[src/sv/tsl_pkg.sv]
`timescale 1ns / 1ps

package tsl_pkg;

    // Fixed configuration of the oscillator
    localparam int MAX_BLOCK       = 4096;
    localparam int PHASE_BITS      = 32;
    localparam int SINE_TABLE_BITS = 10;
    localparam int PB16            = PHASE_BITS - 16;

    // Field widths
    localparam int N_W      = 13;
    localparam int BPM_W    = 26;
    localparam int PPQ_W    = 48;
    localparam int OUT_W    = 17;
    localparam int RATE_W   = 32;
    localparam int OFS_W    = 16;
    localparam int FS_W     = 19;
    localparam int CIDX_W   = 3;
    localparam int CDATA_W  = 32;

    // Datapath widths
    localparam int FS60_W   = 25;              // 60 * fs
    localparam int PER_W    = 10;              // period in 1/24 beat
    localparam int DEN_W    = FS60_W + PER_W;  // 60 * fs * period
    localparam int SPAN_W   = PER_W + 16;      // period in 1/24 beat, Q.16
    localparam int BPM24_W  = BPM_W + 5;       // bpm * 24
    localparam int ADVP_W   = BPM_W + N_W;     // bpm * (n - 1)
    localparam int SUM_W    = PPQ_W + 1;       // ppq + advance
    localparam int DIVD_W   = (RATE_W + PB16 > 54) ? RATE_W + PB16 : 54;
    localparam int DVSR_W   = DEN_W;
    localparam int CNT_W    = $clog2(DIVD_W + 1);

    localparam logic [FS_W-1:0] FS_DEFAULT = FS_W'(48000);

    // Configuration register indexes
    localparam logic [CIDX_W-1:0] CFG_ENABLED    = 3'd0;
    localparam logic [CIDX_W-1:0] CFG_WAVE_SHAPE = 3'd1;
    localparam logic [CIDX_W-1:0] CFG_TEMPO_SYNC = 3'd2;
    localparam logic [CIDX_W-1:0] CFG_NOTE_DIV   = 3'd3;
    localparam logic [CIDX_W-1:0] CFG_NOTE_FLAV  = 3'd4;
    localparam logic [CIDX_W-1:0] CFG_FREE_RATE  = 3'd5;
    localparam logic [CIDX_W-1:0] CFG_PHASE_OFS  = 3'd6;
    localparam logic [CIDX_W-1:0] CFG_SAMPLE_RT  = 3'd7;

    // Wave shapes
    localparam logic [2:0] SHAPE_OFF      = 3'd0;
    localparam logic [2:0] SHAPE_SINE     = 3'd1;
    localparam logic [2:0] SHAPE_TRIANGLE = 3'd2;
    localparam logic [2:0] SHAPE_SAW      = 3'd3;
    localparam logic [2:0] SHAPE_SQUARE   = 3'd4;

    // Note flavors and the division code that falls back to one beat
    localparam logic [1:0] FLAVOR_TRIPLET = 2'd1;
    localparam logic [1:0] FLAVOR_DOTTED  = 2'd2;
    localparam logic [2:0] DIV_BEAT_ALIAS = 3'd7;

    // Divider operand select
    typedef enum logic [2:0] {
        DS_FREE  = 3'd0,
        DS_TEMPO = 3'd1,
        DS_ADV   = 3'd2,
        DS_MOD   = 3'd3,
        DS_PHASE = 3'd4
    } div_sel_t;

    // Controller to datapath
    typedef struct packed {
        logic     load;
        logic     prep;
        logic     den;
        logic     div_start;
        div_sel_t div_sel;
        logic     inc_mul;
        logic     acc;
        logic     adv_mul;
        logic     pos;
        logic     scale;
        logic     fix;
        logic     host;
        logic     shape;
    } cmd_t;

    // Datapath to controller
    typedef struct packed {
        logic req_reset;
        logic active;
        logic host_lock;
        logic tempo_run;
        logic n_zero;
        logic div_done;
        logic out_free;
    } sts_t;

    // Quarter-wave sine table
    localparam int SINE_QBITS = SINE_TABLE_BITS - 2;
    localparam int SINE_QLEN  = 1 << SINE_QBITS;

    typedef logic [15:0] sine_lut_t [SINE_QLEN];

    // Q30 scaling with rounding toward zero
    function automatic longint q30_scale(longint v);
        return (v < 0) ? -((-v) >>> 30) : (v >>> 30);
    endfunction

    // Half amplitude at quarter-wave position x (Q30), odd degree-9 polynomial
    function automatic logic [15:0] quarter_sine(longint x);
        longint q30;
        longint s;
        longint r;
        q30 = longint'(1) << 30;
        s = q30_scale(x * x);
        r = 172271;
        r = -5026990 + q30_scale(r * s);
        r = 85569270 + q30_scale(r * s);
        r = -693598670 + q30_scale(r * s);
        r = 1686629713 + q30_scale(r * s);
        r = q30_scale(r * x);
        if (r < 0)
        begin
            r = 0;
        end
        if (r > q30)
        begin
            r = q30;
        end
        return 16'((r + (longint'(1) << 14)) >>> 15);
    endfunction

    function automatic sine_lut_t build_sine_lut();
        sine_lut_t lut;
        for (int i = 0; i < SINE_QLEN; i++)
        begin
            lut[i] = quarter_sine(longint'(i) <<< (30 - SINE_QBITS));
        end
        return lut;
    endfunction

    localparam sine_lut_t   SINE_LUT = build_sine_lut();
    localparam logic [15:0] SINE_TOP = quarter_sine(longint'(1) <<< 30);

endpackage

[src/sv/tsl_div.sv]
`timescale 1ns / 1ps

// Restoring divider, one quotient bit per cycle
module tsl_div
    import tsl_pkg::*;
(
    input  logic              clk,
    input  logic              rst_n,
    input  logic              start,
    input  logic [DIVD_W-1:0] dividend,
    input  logic [DVSR_W-1:0] divisor,
    output logic [DIVD_W-1:0] quotient,
    output logic [DVSR_W-1:0] remainder,
    output logic              done
);

    logic [DIVD_W-1:0] quo_reg, quo_next;
    logic [DVSR_W-1:0] rem_reg, rem_next;
    logic [DVSR_W-1:0] dvs_reg, dvs_next;
    logic [CNT_W-1:0]  cnt_reg, cnt_next;
    logic              busy_reg, busy_next;

    logic [DVSR_W:0]   shifted;
    logic [DVSR_W+1:0] diff;

    // One trial subtraction
    always_comb
    begin
        shifted = {rem_reg, quo_reg[DIVD_W-1]};
        diff    = {1'b0, shifted} - {2'b00, dvs_reg};
    end

    always_comb
    begin
        quo_next  = quo_reg;
        rem_next  = rem_reg;
        dvs_next  = dvs_reg;
        cnt_next  = cnt_reg;
        busy_next = busy_reg;
        if (start)
        begin
            quo_next  = dividend;
            rem_next  = '0;
            dvs_next  = divisor;
            cnt_next  = CNT_W'(DIVD_W);
            busy_next = 1'b1;
        end
        else if (busy_reg)
        begin
            if (diff[DVSR_W+1])
            begin
                rem_next = shifted[DVSR_W-1:0];
                quo_next = {quo_reg[DIVD_W-2:0], 1'b0};
            end
            else
            begin
                rem_next = diff[DVSR_W-1:0];
                quo_next = {quo_reg[DIVD_W-2:0], 1'b1};
            end
            cnt_next = cnt_reg - 1'b1;
            if (cnt_reg == CNT_W'(1))
            begin
                busy_next = 1'b0;
            end
        end
    end

    always_ff @(posedge clk or negedge rst_n)
    begin
        if (!rst_n)
        begin
            busy_reg <= 1'b0;
            cnt_reg  <= '0;
        end
        else
        begin
            busy_reg <= busy_next;
            cnt_reg  <= cnt_next;
        end
    end

    always_ff @(posedge clk)
    begin
        quo_reg <= quo_next;
        rem_reg <= rem_next;
        dvs_reg <= dvs_next;
    end

    assign quotient  = quo_reg;
    assign remainder = rem_reg;
    assign done      = !busy_reg;

endmodule

[src/sv/tsl_dp.sv]
`timescale 1ns / 1ps

module tsl_dp
    import tsl_pkg::*;
(
    input  logic               clk,
    input  logic               rst_n,
    input  cmd_t               cmd,
    output sts_t               sts,
    input  logic               req_type,
    input  logic [N_W-1:0]     sample_count,
    input  logic               host_playing,
    input  logic [BPM_W-1:0]   host_bpm_q16,
    input  logic signed [PPQ_W-1:0] host_ppq_q16,
    input  logic               cfg_valid,
    input  logic [CIDX_W-1:0]  cfg_index,
    input  logic [CDATA_W-1:0] cfg_data,
    output logic               out_valid,
    input  logic               out_ready,
    output logic [OUT_W-1:0]   lfo_value
);

    // Configuration registers
    logic              enabled_reg;
    logic [2:0]        wave_shape_reg;
    logic              tempo_sync_reg;
    logic [2:0]        note_div_reg;
    logic [1:0]        note_flav_reg;
    logic [RATE_W-1:0] free_rate_reg;
    logic [OFS_W-1:0]  phase_ofs_reg;
    logic [FS_W-1:0]   sample_rt_reg;

    // Request registers
    logic              req_reg;
    logic [N_W-1:0]    n_reg;
    logic              playing_reg;
    logic [BPM_W-1:0]  bpm_reg;
    logic [PPQ_W-1:0]  ppq_reg;

    // Work registers
    logic [PHASE_BITS-1:0] phase_reg, phase_next;
    logic [FS60_W-1:0]     fs60_reg;
    logic [DEN_W-1:0]      den_reg;
    logic [ADVP_W-1:0]     advp_reg;
    logic [PHASE_BITS-1:0] incn_reg;
    logic [SUM_W-1:0]      sum_reg;
    logic [SUM_W-1:0]      mag_reg;
    logic                  neg_reg;
    logic [SPAN_W-1:0]     r_reg;
    logic [OUT_W-1:0]      lfo_value_reg;
    logic                  out_valid_reg, out_valid_next;

    logic [FS_W-1:0]   fs_eff;
    logic [PER_W-1:0]  per;
    logic [SPAN_W-1:0] span;
    logic [N_W-1:0]    n_sat;
    logic              sync;

    logic [DIVD_W-1:0] div_dvd;
    logic [DVSR_W-1:0] div_dvs;
    logic [DIVD_W-1:0] div_quo;
    logic [DVSR_W-1:0] div_rem;
    logic              div_done;

    // Configuration writes
    always_ff @(posedge clk or negedge rst_n)
    begin
        if (!rst_n)
        begin
            enabled_reg    <= 1'b0;
            wave_shape_reg <= SHAPE_OFF;
            tempo_sync_reg <= 1'b0;
            note_div_reg   <= 3'd2;
            note_flav_reg  <= 2'd0;
            free_rate_reg  <= RATE_W'(65536);
            phase_ofs_reg  <= '0;
            sample_rt_reg  <= FS_DEFAULT;
        end
        else if (cfg_valid)
        begin
            case (cfg_index)
                CFG_ENABLED:    enabled_reg    <= cfg_data[0];
                CFG_WAVE_SHAPE: wave_shape_reg <= cfg_data[2:0];
                CFG_TEMPO_SYNC: tempo_sync_reg <= cfg_data[0];
                CFG_NOTE_DIV:   note_div_reg   <= cfg_data[2:0];
                CFG_NOTE_FLAV:  note_flav_reg  <= cfg_data[1:0];
                CFG_FREE_RATE:  free_rate_reg  <= cfg_data[RATE_W-1:0];
                CFG_PHASE_OFS:  phase_ofs_reg  <= cfg_data[OFS_W-1:0];
                CFG_SAMPLE_RT:  sample_rt_reg  <= cfg_data[FS_W-1:0];
                default:        ;
            endcase
        end
    end

    // Derived configuration
    always_comb
    begin
        logic [2:0] shift;
        logic [3:0] base;
        fs_eff = (sample_rt_reg == '0) ? FS_DEFAULT : sample_rt_reg;
        shift  = (note_div_reg == DIV_BEAT_ALIAS) ? 3'd2 : note_div_reg;
        case (note_flav_reg)
            FLAVOR_TRIPLET: base = 4'd4;
            FLAVOR_DOTTED:  base = 4'd9;
            default:        base = 4'd6;
        endcase
        per  = PER_W'(base) << shift;
        span = {per, 16'h0000};
        n_sat = (sample_count > N_W'(MAX_BLOCK)) ? N_W'(MAX_BLOCK) : sample_count;
        sync  = tempo_sync_reg && (bpm_reg != '0);
    end

    // Latch the request
    always_ff @(posedge clk)
    begin
        if (cmd.load)
        begin
            req_reg     <= req_type;
            n_reg       <= n_sat;
            playing_reg <= host_playing;
            bpm_reg     <= host_bpm_q16;
            ppq_reg     <= host_ppq_q16;
        end
    end

    // Divider operands
    always_comb
    begin
        logic [BPM24_W-1:0] bpm24;
        logic [DIVD_W-1:0]  mag_ext;
        bpm24   = (BPM24_W'(bpm_reg) << 4) + (BPM24_W'(bpm_reg) << 3);
        mag_ext = DIVD_W'(mag_reg);
        case (cmd.div_sel)
            DS_FREE:
            begin
                div_dvd = DIVD_W'(free_rate_reg) << PB16;
                div_dvs = DVSR_W'(fs_eff);
            end
            DS_TEMPO:
            begin
                div_dvd = DIVD_W'(bpm24) << PB16;
                div_dvs = den_reg;
            end
            DS_ADV:
            begin
                div_dvd = DIVD_W'(advp_reg);
                div_dvs = DVSR_W'(fs60_reg);
            end
            DS_MOD:
            begin
                div_dvd = (mag_ext << 4) + (mag_ext << 3);
                div_dvs = DVSR_W'(span);
            end
            DS_PHASE:
            begin
                div_dvd = DIVD_W'(r_reg) << PB16;
                div_dvs = DVSR_W'(per);
            end
            default:
            begin
                div_dvd = '0;
                div_dvs = DVSR_W'(1);
            end
        endcase
    end

    tsl_div u_div (
        .clk       (clk),
        .rst_n     (rst_n),
        .start     (cmd.div_start),
        .dividend  (div_dvd),
        .divisor   (div_dvs),
        .quotient  (div_quo),
        .remainder (div_rem),
        .done      (div_done)
    );

    // Products, position and remainder fix-up
    always_ff @(posedge clk)
    begin
        if (cmd.prep)
        begin
            fs60_reg <= FS60_W'(fs_eff) * FS60_W'(60);
        end
        if (cmd.den)
        begin
            den_reg <= DEN_W'(fs60_reg) * DEN_W'(per);
        end
        if (cmd.adv_mul)
        begin
            advp_reg <= ADVP_W'(bpm_reg) * ADVP_W'(n_reg - 1'b1);
        end
        if (cmd.inc_mul)
        begin
            incn_reg <= PHASE_BITS'(div_quo[PHASE_BITS-1:0] * (PHASE_BITS + N_W)'(n_reg));
        end
        if (cmd.pos)
        begin
            sum_reg <= {ppq_reg[PPQ_W-1], ppq_reg} + SUM_W'(div_quo[ADVP_W-1:0]);
        end
        if (cmd.scale)
        begin
            neg_reg <= sum_reg[SUM_W-1];
            mag_reg <= sum_reg[SUM_W-1] ? (~sum_reg + 1'b1) : sum_reg;
        end
        if (cmd.fix)
        begin
            if (neg_reg && (div_rem[SPAN_W-1:0] != '0))
            begin
                r_reg <= span - div_rem[SPAN_W-1:0];
            end
            else
            begin
                r_reg <= div_rem[SPAN_W-1:0];
            end
        end
    end

    // Phase accumulator
    always_comb
    begin
        phase_next = phase_reg;
        if (cmd.prep && req_reg)
        begin
            phase_next = '0;
        end
        else if (cmd.acc)
        begin
            phase_next = phase_reg + incn_reg;
        end
        else if (cmd.host)
        begin
            phase_next = div_quo[PHASE_BITS-1:0];
        end
    end

    always_ff @(posedge clk or negedge rst_n)
    begin
        if (!rst_n)
        begin
            phase_reg <= '0;
        end
        else
        begin
            phase_reg <= phase_next;
        end
    end

    // Wave shaping
    logic [OUT_W-1:0] shaped;
    always_comb
    begin
        logic [PHASE_BITS-1:0]      p;
        logic [SINE_TABLE_BITS-1:0] k;
        logic [SINE_QBITS:0]        spos;
        logic [15:0]                m;
        logic [16:0]                t;
        p    = phase_reg + (PHASE_BITS'(phase_ofs_reg) << PB16);
        k    = p[PHASE_BITS-1 -: SINE_TABLE_BITS];
        spos = k[SINE_TABLE_BITS-2] ? ((SINE_QBITS+1)'(SINE_QLEN) - {1'b0, k[SINE_QBITS-1:0]})
                                    : {1'b0, k[SINE_QBITS-1:0]};
        m    = spos[SINE_QBITS] ? SINE_TOP : SINE_LUT[spos[SINE_QBITS-1:0]];
        t    = p[PHASE_BITS-1 -: 17];
        case (wave_shape_reg)
            SHAPE_SINE:
                shaped = k[SINE_TABLE_BITS-1] ? (OUT_W'(32768) - OUT_W'(m))
                                              : (OUT_W'(32768) + OUT_W'(m));
            SHAPE_TRIANGLE:
                shaped = t[16] ? (OUT_W'(131072) - t) : t;
            SHAPE_SAW:
                shaped = {1'b0, p[PHASE_BITS-1 -: 16]};
            SHAPE_SQUARE:
                shaped = p[PHASE_BITS-1] ? '0 : OUT_W'(65536);
            default:
                shaped = '0;
        endcase
    end

    // Output register
    always_comb
    begin
        out_valid_next = out_valid_reg;
        if (cmd.shape)
        begin
            out_valid_next = 1'b1;
        end
        else if (out_ready)
        begin
            out_valid_next = 1'b0;
        end
    end

    always_ff @(posedge clk or negedge rst_n)
    begin
        if (!rst_n)
        begin
            out_valid_reg <= 1'b0;
        end
        else
        begin
            out_valid_reg <= out_valid_next;
        end
    end

    always_ff @(posedge clk)
    begin
        if (cmd.shape)
        begin
            lfo_value_reg <= (req_reg || !sts.active) ? '0 : shaped;
        end
    end

    // Status
    always_comb
    begin
        sts.req_reset = req_reg;
        sts.active    = enabled_reg && (wave_shape_reg inside {[SHAPE_SINE:SHAPE_SQUARE]});
        sts.host_lock = sync && playing_reg;
        sts.tempo_run = sync && !playing_reg;
        sts.n_zero    = (n_reg == '0);
        sts.div_done  = div_done;
        sts.out_free  = !out_valid_reg || out_ready;
    end

    assign out_valid = out_valid_reg;
    assign lfo_value = lfo_value_reg;

endmodule

[src/sv/tsl_ctrl.sv]
`timescale 1ns / 1ps

module tsl_ctrl
    import tsl_pkg::*;
(
    input  logic clk,
    input  logic rst_n,
    input  logic in_valid,
    output logic in_ready,
    input  sts_t sts,
    output cmd_t cmd
);

    typedef enum logic [19:0] {
        S_IDLE   = 20'h00001,
        S_PREP   = 20'h00002,
        S_DEN    = 20'h00004,
        S_DIVF   = 20'h00008,
        S_DIVT   = 20'h00010,
        S_WAITI  = 20'h00020,
        S_INCMUL = 20'h00040,
        S_ACC    = 20'h00080,
        S_ADVMUL = 20'h00100,
        S_DIVA   = 20'h00200,
        S_WAITA  = 20'h00400,
        S_POS    = 20'h00800,
        S_SCALE  = 20'h01000,
        S_DIVM   = 20'h02000,
        S_WAITM  = 20'h04000,
        S_FIX    = 20'h08000,
        S_DIVP   = 20'h10000,
        S_WAITP  = 20'h20000,
        S_HOST   = 20'h40000,
        S_SHAPE  = 20'h80000
    } state_t;

    state_t state_reg, state_next;

    always_comb
    begin
        state_next = state_reg;
        cmd        = '0;
        cmd.div_sel = DS_FREE;
        in_ready   = 1'b0;
        case (state_reg)
            S_IDLE:
            begin
                in_ready = 1'b1;
                cmd.load = in_valid;
                if (in_valid)
                begin
                    state_next = S_PREP;
                end
            end
            // Pick the path for this request
            S_PREP:
            begin
                cmd.prep = 1'b1;
                if (sts.req_reset || !sts.active)
                begin
                    state_next = S_SHAPE;
                end
                else if (sts.host_lock)
                begin
                    state_next = sts.n_zero ? S_SHAPE : S_ADVMUL;
                end
                else if (sts.tempo_run)
                begin
                    state_next = S_DEN;
                end
                else
                begin
                    state_next = S_DIVF;
                end
            end
            S_DEN:
            begin
                cmd.den    = 1'b1;
                state_next = S_DIVT;
            end
            // Free-running or tempo increment
            S_DIVF:
            begin
                cmd.div_start = 1'b1;
                cmd.div_sel   = DS_FREE;
                state_next    = S_WAITI;
            end
            S_DIVT:
            begin
                cmd.div_start = 1'b1;
                cmd.div_sel   = DS_TEMPO;
                state_next    = S_WAITI;
            end
            S_WAITI:
            begin
                if (sts.div_done)
                begin
                    state_next = S_INCMUL;
                end
            end
            S_INCMUL:
            begin
                cmd.inc_mul = 1'b1;
                state_next  = S_ACC;
            end
            S_ACC:
            begin
                cmd.acc    = 1'b1;
                state_next = S_SHAPE;
            end
            // Host-locked phase
            S_ADVMUL:
            begin
                cmd.adv_mul = 1'b1;
                state_next  = S_DIVA;
            end
            S_DIVA:
            begin
                cmd.div_start = 1'b1;
                cmd.div_sel   = DS_ADV;
                state_next    = S_WAITA;
            end
            S_WAITA:
            begin
                if (sts.div_done)
                begin
                    state_next = S_POS;
                end
            end
            S_POS:
            begin
                cmd.pos    = 1'b1;
                state_next = S_SCALE;
            end
            S_SCALE:
            begin
                cmd.scale  = 1'b1;
                state_next = S_DIVM;
            end
            S_DIVM:
            begin
                cmd.div_start = 1'b1;
                cmd.div_sel   = DS_MOD;
                state_next    = S_WAITM;
            end
            S_WAITM:
            begin
                if (sts.div_done)
                begin
                    state_next = S_FIX;
                end
            end
            S_FIX:
            begin
                cmd.fix    = 1'b1;
                state_next = S_DIVP;
            end
            S_DIVP:
            begin
                cmd.div_start = 1'b1;
                cmd.div_sel   = DS_PHASE;
                state_next    = S_WAITP;
            end
            S_WAITP:
            begin
                if (sts.div_done)
                begin
                    state_next = S_HOST;
                end
            end
            S_HOST:
            begin
                cmd.host   = 1'b1;
                state_next = S_SHAPE;
            end
            // Hand the value to the output register once it is free
            S_SHAPE:
            begin
                cmd.shape = sts.out_free;
                if (sts.out_free)
                begin
                    state_next = S_IDLE;
                end
            end
            default:
            begin
                state_next = S_IDLE;
            end
        endcase
    end

    always_ff @(posedge clk or negedge rst_n)
    begin
        if (!rst_n)
        begin
            state_reg <= S_IDLE;
        end
        else
        begin
            state_reg <= state_next;
        end
    end

endmodule

[src/sv/tempo_synced_lfo.sv]
`timescale 1ns / 1ps

// Tempo-synced LFO, one value per audio block.
// Requests come in on in_valid/in_ready with req_type, sample_count, host
// transport and tempo; each request gives exactly one lfo_value (UQ1.16) on
// out_valid/out_ready. Registers must be written through cfg_valid/cfg_index/
// cfg_data only while no request is in flight; the block itself does not
// enforce this. cfg_ready is always high.
// A phase reset, a disabled oscillator or a host-locked block of zero samples
// goes straight to the output register; the free and tempo rates take one
// division and the host-locked position takes three.
// The divider is bit-serial, one quotient bit per cycle over DIVD_W bits;
// one request is processed at a time.
// A new request is accepted as soon as the previous value sits in the output
// register, even if the receiver has not taken it yet. If the receiver still
// stalls when the next value is ready, processing waits for the register.
// Reset clears the phase to zero and loads the register defaults.
module tempo_synced_lfo
    import tsl_pkg::*;
(
    input  logic                    clk,
    input  logic                    rst_n,
    input  logic                    in_valid,
    output logic                    in_ready,
    input  logic                    req_type,
    input  logic [N_W-1:0]          sample_count,
    input  logic                    host_playing,
    input  logic [BPM_W-1:0]        host_bpm_q16,
    input  logic signed [PPQ_W-1:0] host_ppq_q16,
    output logic                    out_valid,
    input  logic                    out_ready,
    output logic [OUT_W-1:0]        lfo_value,
    input  logic                    cfg_valid,
    output logic                    cfg_ready,
    input  logic [CIDX_W-1:0]       cfg_index,
    input  logic [CDATA_W-1:0]      cfg_data
);

    cmd_t cmd;
    sts_t sts;

    assign cfg_ready = 1'b1;

    tsl_ctrl u_ctrl (
        .clk      (clk),
        .rst_n    (rst_n),
        .in_valid (in_valid),
        .in_ready (in_ready),
        .sts      (sts),
        .cmd      (cmd)
    );

    tsl_dp u_dp (
        .clk          (clk),
        .rst_n        (rst_n),
        .cmd          (cmd),
        .sts          (sts),
        .req_type     (req_type),
        .sample_count (sample_count),
        .host_playing (host_playing),
        .host_bpm_q16 (host_bpm_q16),
        .host_ppq_q16 (host_ppq_q16),
        .cfg_valid    (cfg_valid),
        .cfg_index    (cfg_index),
        .cfg_data     (cfg_data),
        .out_valid    (out_valid),
        .out_ready    (out_ready),
        .lfo_value    (lfo_value)
    );

endmodule

[config.mk]
export PLATFORM = sky130hd
export DESIGN_NAME = tempo_synced_lfo
export DESIGN_NICKNAME = d
export VERILOG_FILES = /design/src/sv/tsl_pkg.sv /design/src/sv/tsl_div.sv /design/src/sv/tsl_dp.sv /design/src/sv/tsl_ctrl.sv /design/src/sv/tempo_synced_lfo.sv
export SDC_FILE = /design/constraint.sdc
export NUM_CORES = 2
export LEC_CHECK = 0
export BUFFER_PORTS_ARGS = -buffer_cell sky130_fd_sc_hd__buf_2
export CAP_MARGIN = 40
export CORE_MARGIN = 2
export CORE_UTILIZATION = 35
export CTS_CLUSTER_SIZE = 12
export DETAILED_ROUTE_END_ITERATION = 6
export PLACE_DENSITY = 0.58
export SETUP_SLACK_MARGIN = 0.1
export SLEW_MARGIN = 20
export SYNTH_ARGS = -nofsm -noshare
export SYNTH_HDL_FRONTEND = slang
export SYNTH_SLANG_ARGS = --single-unit
[constraint.sdc]
create_clock -name clk -period 10.6 [get_ports clk]
set_input_delay 1.06 -clock clk [delete_from_list [all_inputs] [get_ports clk]]
set_output_delay 1.06 -clock clk [all_outputs]
set_load 0.005 [all_outputs]
==> impl_metrics.json <==
{
  "synth_most_common_cell": "sky130_fd_sc_hd__inv_1",
  "post_cts_resized": 0,
  "synth-xor-area-share_pct": 5.13,
  "cpMostUsedCell": "sky130_fd_sc_hd__fa_1",
  "synth_async_sr_flop_share_pct": 22.1,
  "groute.usage.overall_pct": 23.2,
  "dr.first_iter.drc_count": 5159,
  "std_cell_rows": 167,
  "combinational_family_with_the_most_area_after_synthesis": "adder cells",
  "cap_viol_max_count": 0,
  "dp_hpwl_um": 191000,
  "synth_cell_types": 103,
  "cts.path.max_buffers": 3,
  "syn_nets": 9326,
  "final.fill_count": 20699,
  "critPathBufInv": 5,
  "largest_reg_flops": 54,
  "syn_to_final_growth_pct": 10.2,
  "cp_slowest_stage_delay_ps": 560,
  "synth.mux.area_fraction_pct": 1.85,
  "die_w_um": 461,
  "cts.sinks": 619,
  "grt_pass1_vias": 60192,
  "via_count": 58759,
  "design.die.area_sq_mm": 0.212,
  "critical_path.top_delay_family": "adder cells",
  "mappedNetlistArea_sq_mm": 0.0731,
  "kind_of_start_point_of_the_critical_path": "flip-flop",
  "top_level_ports": 149,
  "cts_inserted_buffers": 78,
  "fin_skew_ps": 56.4,
  "drtPass1Iterations": 6,
  "floorplan.die.height_um": 461,
  "synth_simple_gate_area_share_pct": 14.9,
  "drt_wl_total_um": 247000,
  "clock_latency_ps": 730,
  "setup.worst_path.end_class": "flip-flop",
  "timing.max_slew.rel_slack_pct": 33.3,
  "final_stage_net_count": 9375,
  "core_area_sq_mm": 0.207,
  "multi_input_comb_area_sq_mm": 0.0502,
  "floorplan.initialDensity_pct": 35.3,
  "yosys.area_share.adder_pct": 32.7,
  "min_period_ps": 9710,
  "wl_per_cell_um": 23.0,
  "synth-seq-area-share_pct": 24.0,
  "critPathKind": "flip-flop to flip-flop",
  "synth_ff_type": "sky130_fd_sc_hd__edfxtp_1",
  "post-route-drc-count": 0,
  "clk_pin_slew_ps": 70,
  "drt.antenna.violating_nets": 0,
  "htree_num_levels": 3,
  "globalRoute.totalOverflow": 0,
  "clk_root_buffer_cell": "sky130_fd_sc_hd__clkbuf_16",
  "drive_gt1_share_pct": 8.84,
  "tritoncts": "built",
  "min_path_type": "primary input to async pin",
  "grt_first_pass_wirelength_um": 377000,
  "syn_inst": 7818,
  "portBuffers": 147,
  "cp.arrival_ps": 10130,
  "critPathLaunch": "u_dp.n_reg[4]",
  "clock.fmax_mhz": 103,
  "cp.required_ps": 11020,
  "run_status": "complete, no violations",
  "post_cts.repair.setup_buffers": 0,
  "synth_area_per_cell_sq_um": 9.35,
  "yosysWarningCount": 0,
  "post_synthesis_compound_gate_area_fraction_pct": 13.7,
  "largest_net_degree_at_the_start_of_global_routing": 83,
  "yosys.area.top_type_share_pct": 24.1,
  "synth.ff_latch_count": 619,
  "tightestPinTransition_ps": 1000,
  "number_of_endpoints_with_negative_hold_slack_in_the_final_report": 0,
  "setup_viol_count_final": 0,
  "cts_hold_buf": 0,
  "routabilityCongestion": 0.983,
  "synth.top_cells.by_area": "sky130_fd_sc_hd__fa_1 24%, sky130_fd_sc_hd__edfxtp_1 18%, sky130_fd_sc_hd__ha_1 8.6%, sky130_fd_sc_hd__inv_1 5.6%, sky130_fd_sc_hd__nand2_1 4.6%",
  "timing.final.max_slew_violations": 0,
  "reg2reg_launch_point": "u_dp.n_reg[4]",
  "synth.largest_area_cell": "sky130_fd_sc_hd__fa_1",
  "initial_antenna_violation_count": 7,
  "grt_setup_unrepaired": "false",
  "leading_cell_types_by_count_after_synthesis": "1088 x sky130_fd_sc_hd__inv_1, 891 x sky130_fd_sc_hd__nand2_1, 878 x sky130_fd_sc_hd__fa_1, 501 x sky130_fd_sc_hd__ha_1, 447 x sky130_fd_sc_hd__edfxtp_1",
  "worst_path_max_delay_cell": "sky130_fd_sc_hd__fa_1",
  "post_synth_edffs": 447,
  "final_min_period_over_clock_period_pct": 91.6,
  "layout.area.seq_sq_mm": 0.0176,
  "final.setup.tns_ps": 0,
  "routed_via_density": 5.48,
  "critPathMaxFanout": 9
}
==> per-stage QoR <==
stage / setup slack [ps] / hold WS, ps / utilization [%] / instance area [sq um] / cells
floorplan: 1710 / 439 / - / 73100 / 7818
global placement: 1020 / 475 / 37.3 / 77300 / 10530
detailed placement: 966 / 488 / 37.5 / 77700 / 10559
CTS: 888 / 418 / 38.8 / 80400 / 10703
global route: 399 / 155 / 38.9 / 80600 / 10719
finish: 893 / 183 / 38.9 / 80600 / 10721
==> layout make-up <==
type | instances | area share, %
Antenna cell | 2 | 0.00621
Clock buffer | 96 | 2.59
Clock inverter | 48 | 0.668
Inverter | 1093 | 5.09
Multi-Input combinational cell | 5721 | 62.3
Sequential cell | 619 | 21.8
Tap cell | 2788 | 4.33
Timing Repair Buffer | 354 | 3.16
==> cells by family after synthesis <==
family / Yosys count
AND/OR/NAND/NOR: 2268
multiplexers: 123
other: 1
flip-flops: 619
XOR/XNOR: 426
AO/OA/AOI/OAI: 1522
adder cells (fa/ha/maj): 1381
buffers and inverters: 1478
==> worst paths after layout <==
path | endpoint | slack [ps] | cells after the start
max | u_dp.advp_reg[36] | 890 | 33
max reg2reg | u_dp.advp_reg[36] | 890 | 33
min | u_dp.sample_rt_reg[5] | 180 | 1
max in group asynchronous | u_dp.phase_reg[15] | 9010 | 4
min in group clk | u_dp.u_div.remainder[31] | 500 | 2
min reg2reg | u_dp.u_div.remainder[31] | 500 | 2
==> worst reg2reg max path: cells and delay by family (launching register included) <==
kind            cells  cell delay, ps
compound gates     10            2310
xor+xnor            2             570
fa+ha+maj           8            3880
buf+inv             5             260
flops               1             380
simple gates        8            2000
==> cells in the final DEF (no fill, tap or decap), types with 63 or more instances in the layout <==
cell and n:
sky130_fd_sc_hd__nand2_1 891, sky130_fd_sc_hd__nand2b_1 73, sky130_fd_sc_hd__edfxtp_1 447, sky130_fd_sc_hd__nor3_1 131, sky130_fd_sc_hd__nor2_1 384, sky130_fd_sc_hd__buf_2 151, sky130_fd_sc_hd__fa_1 878, sky130_fd_sc_hd__clkbuf_16 78
sky130_fd_sc_hd__inv_1 1088, sky130_fd_sc_hd__buf_4 168, sky130_fd_sc_hd__ha_1 501, sky130_fd_sc_hd__a22oi_1 66, sky130_fd_sc_hd__xor2_1 122, sky130_fd_sc_hd__and2_1 349, sky130_fd_sc_hd__xnor2_1 289, sky130_fd_sc_hd__a21o_1 107
sky130_fd_sc_hd__mux2_2 84, sky130_fd_sc_hd__a21oi_1 332, sky130_fd_sc_hd__dfrtp_1 127, sky130_fd_sc_hd__a211oi_1 63, sky130_fd_sc_hd__o21ai_0 354, sky130_fd_sc_hd__nand3_1 92
==> layer usage <==
layer	share of wire [%]	up-vias	global-route usage (%)	routed length, um
met5	0.0053	-	0	13
met4	5.6	2	11.4	13700
met3	6.1	500	3.09	15200
met2	47	2087	38.5	117000
met1	41	29793	29.8	101000
li1	-	26377	-	-
Power is left out: the tool's default activity adds up to more than one toggle a clock period on the data nets, which glitch-free logic cannot reach.
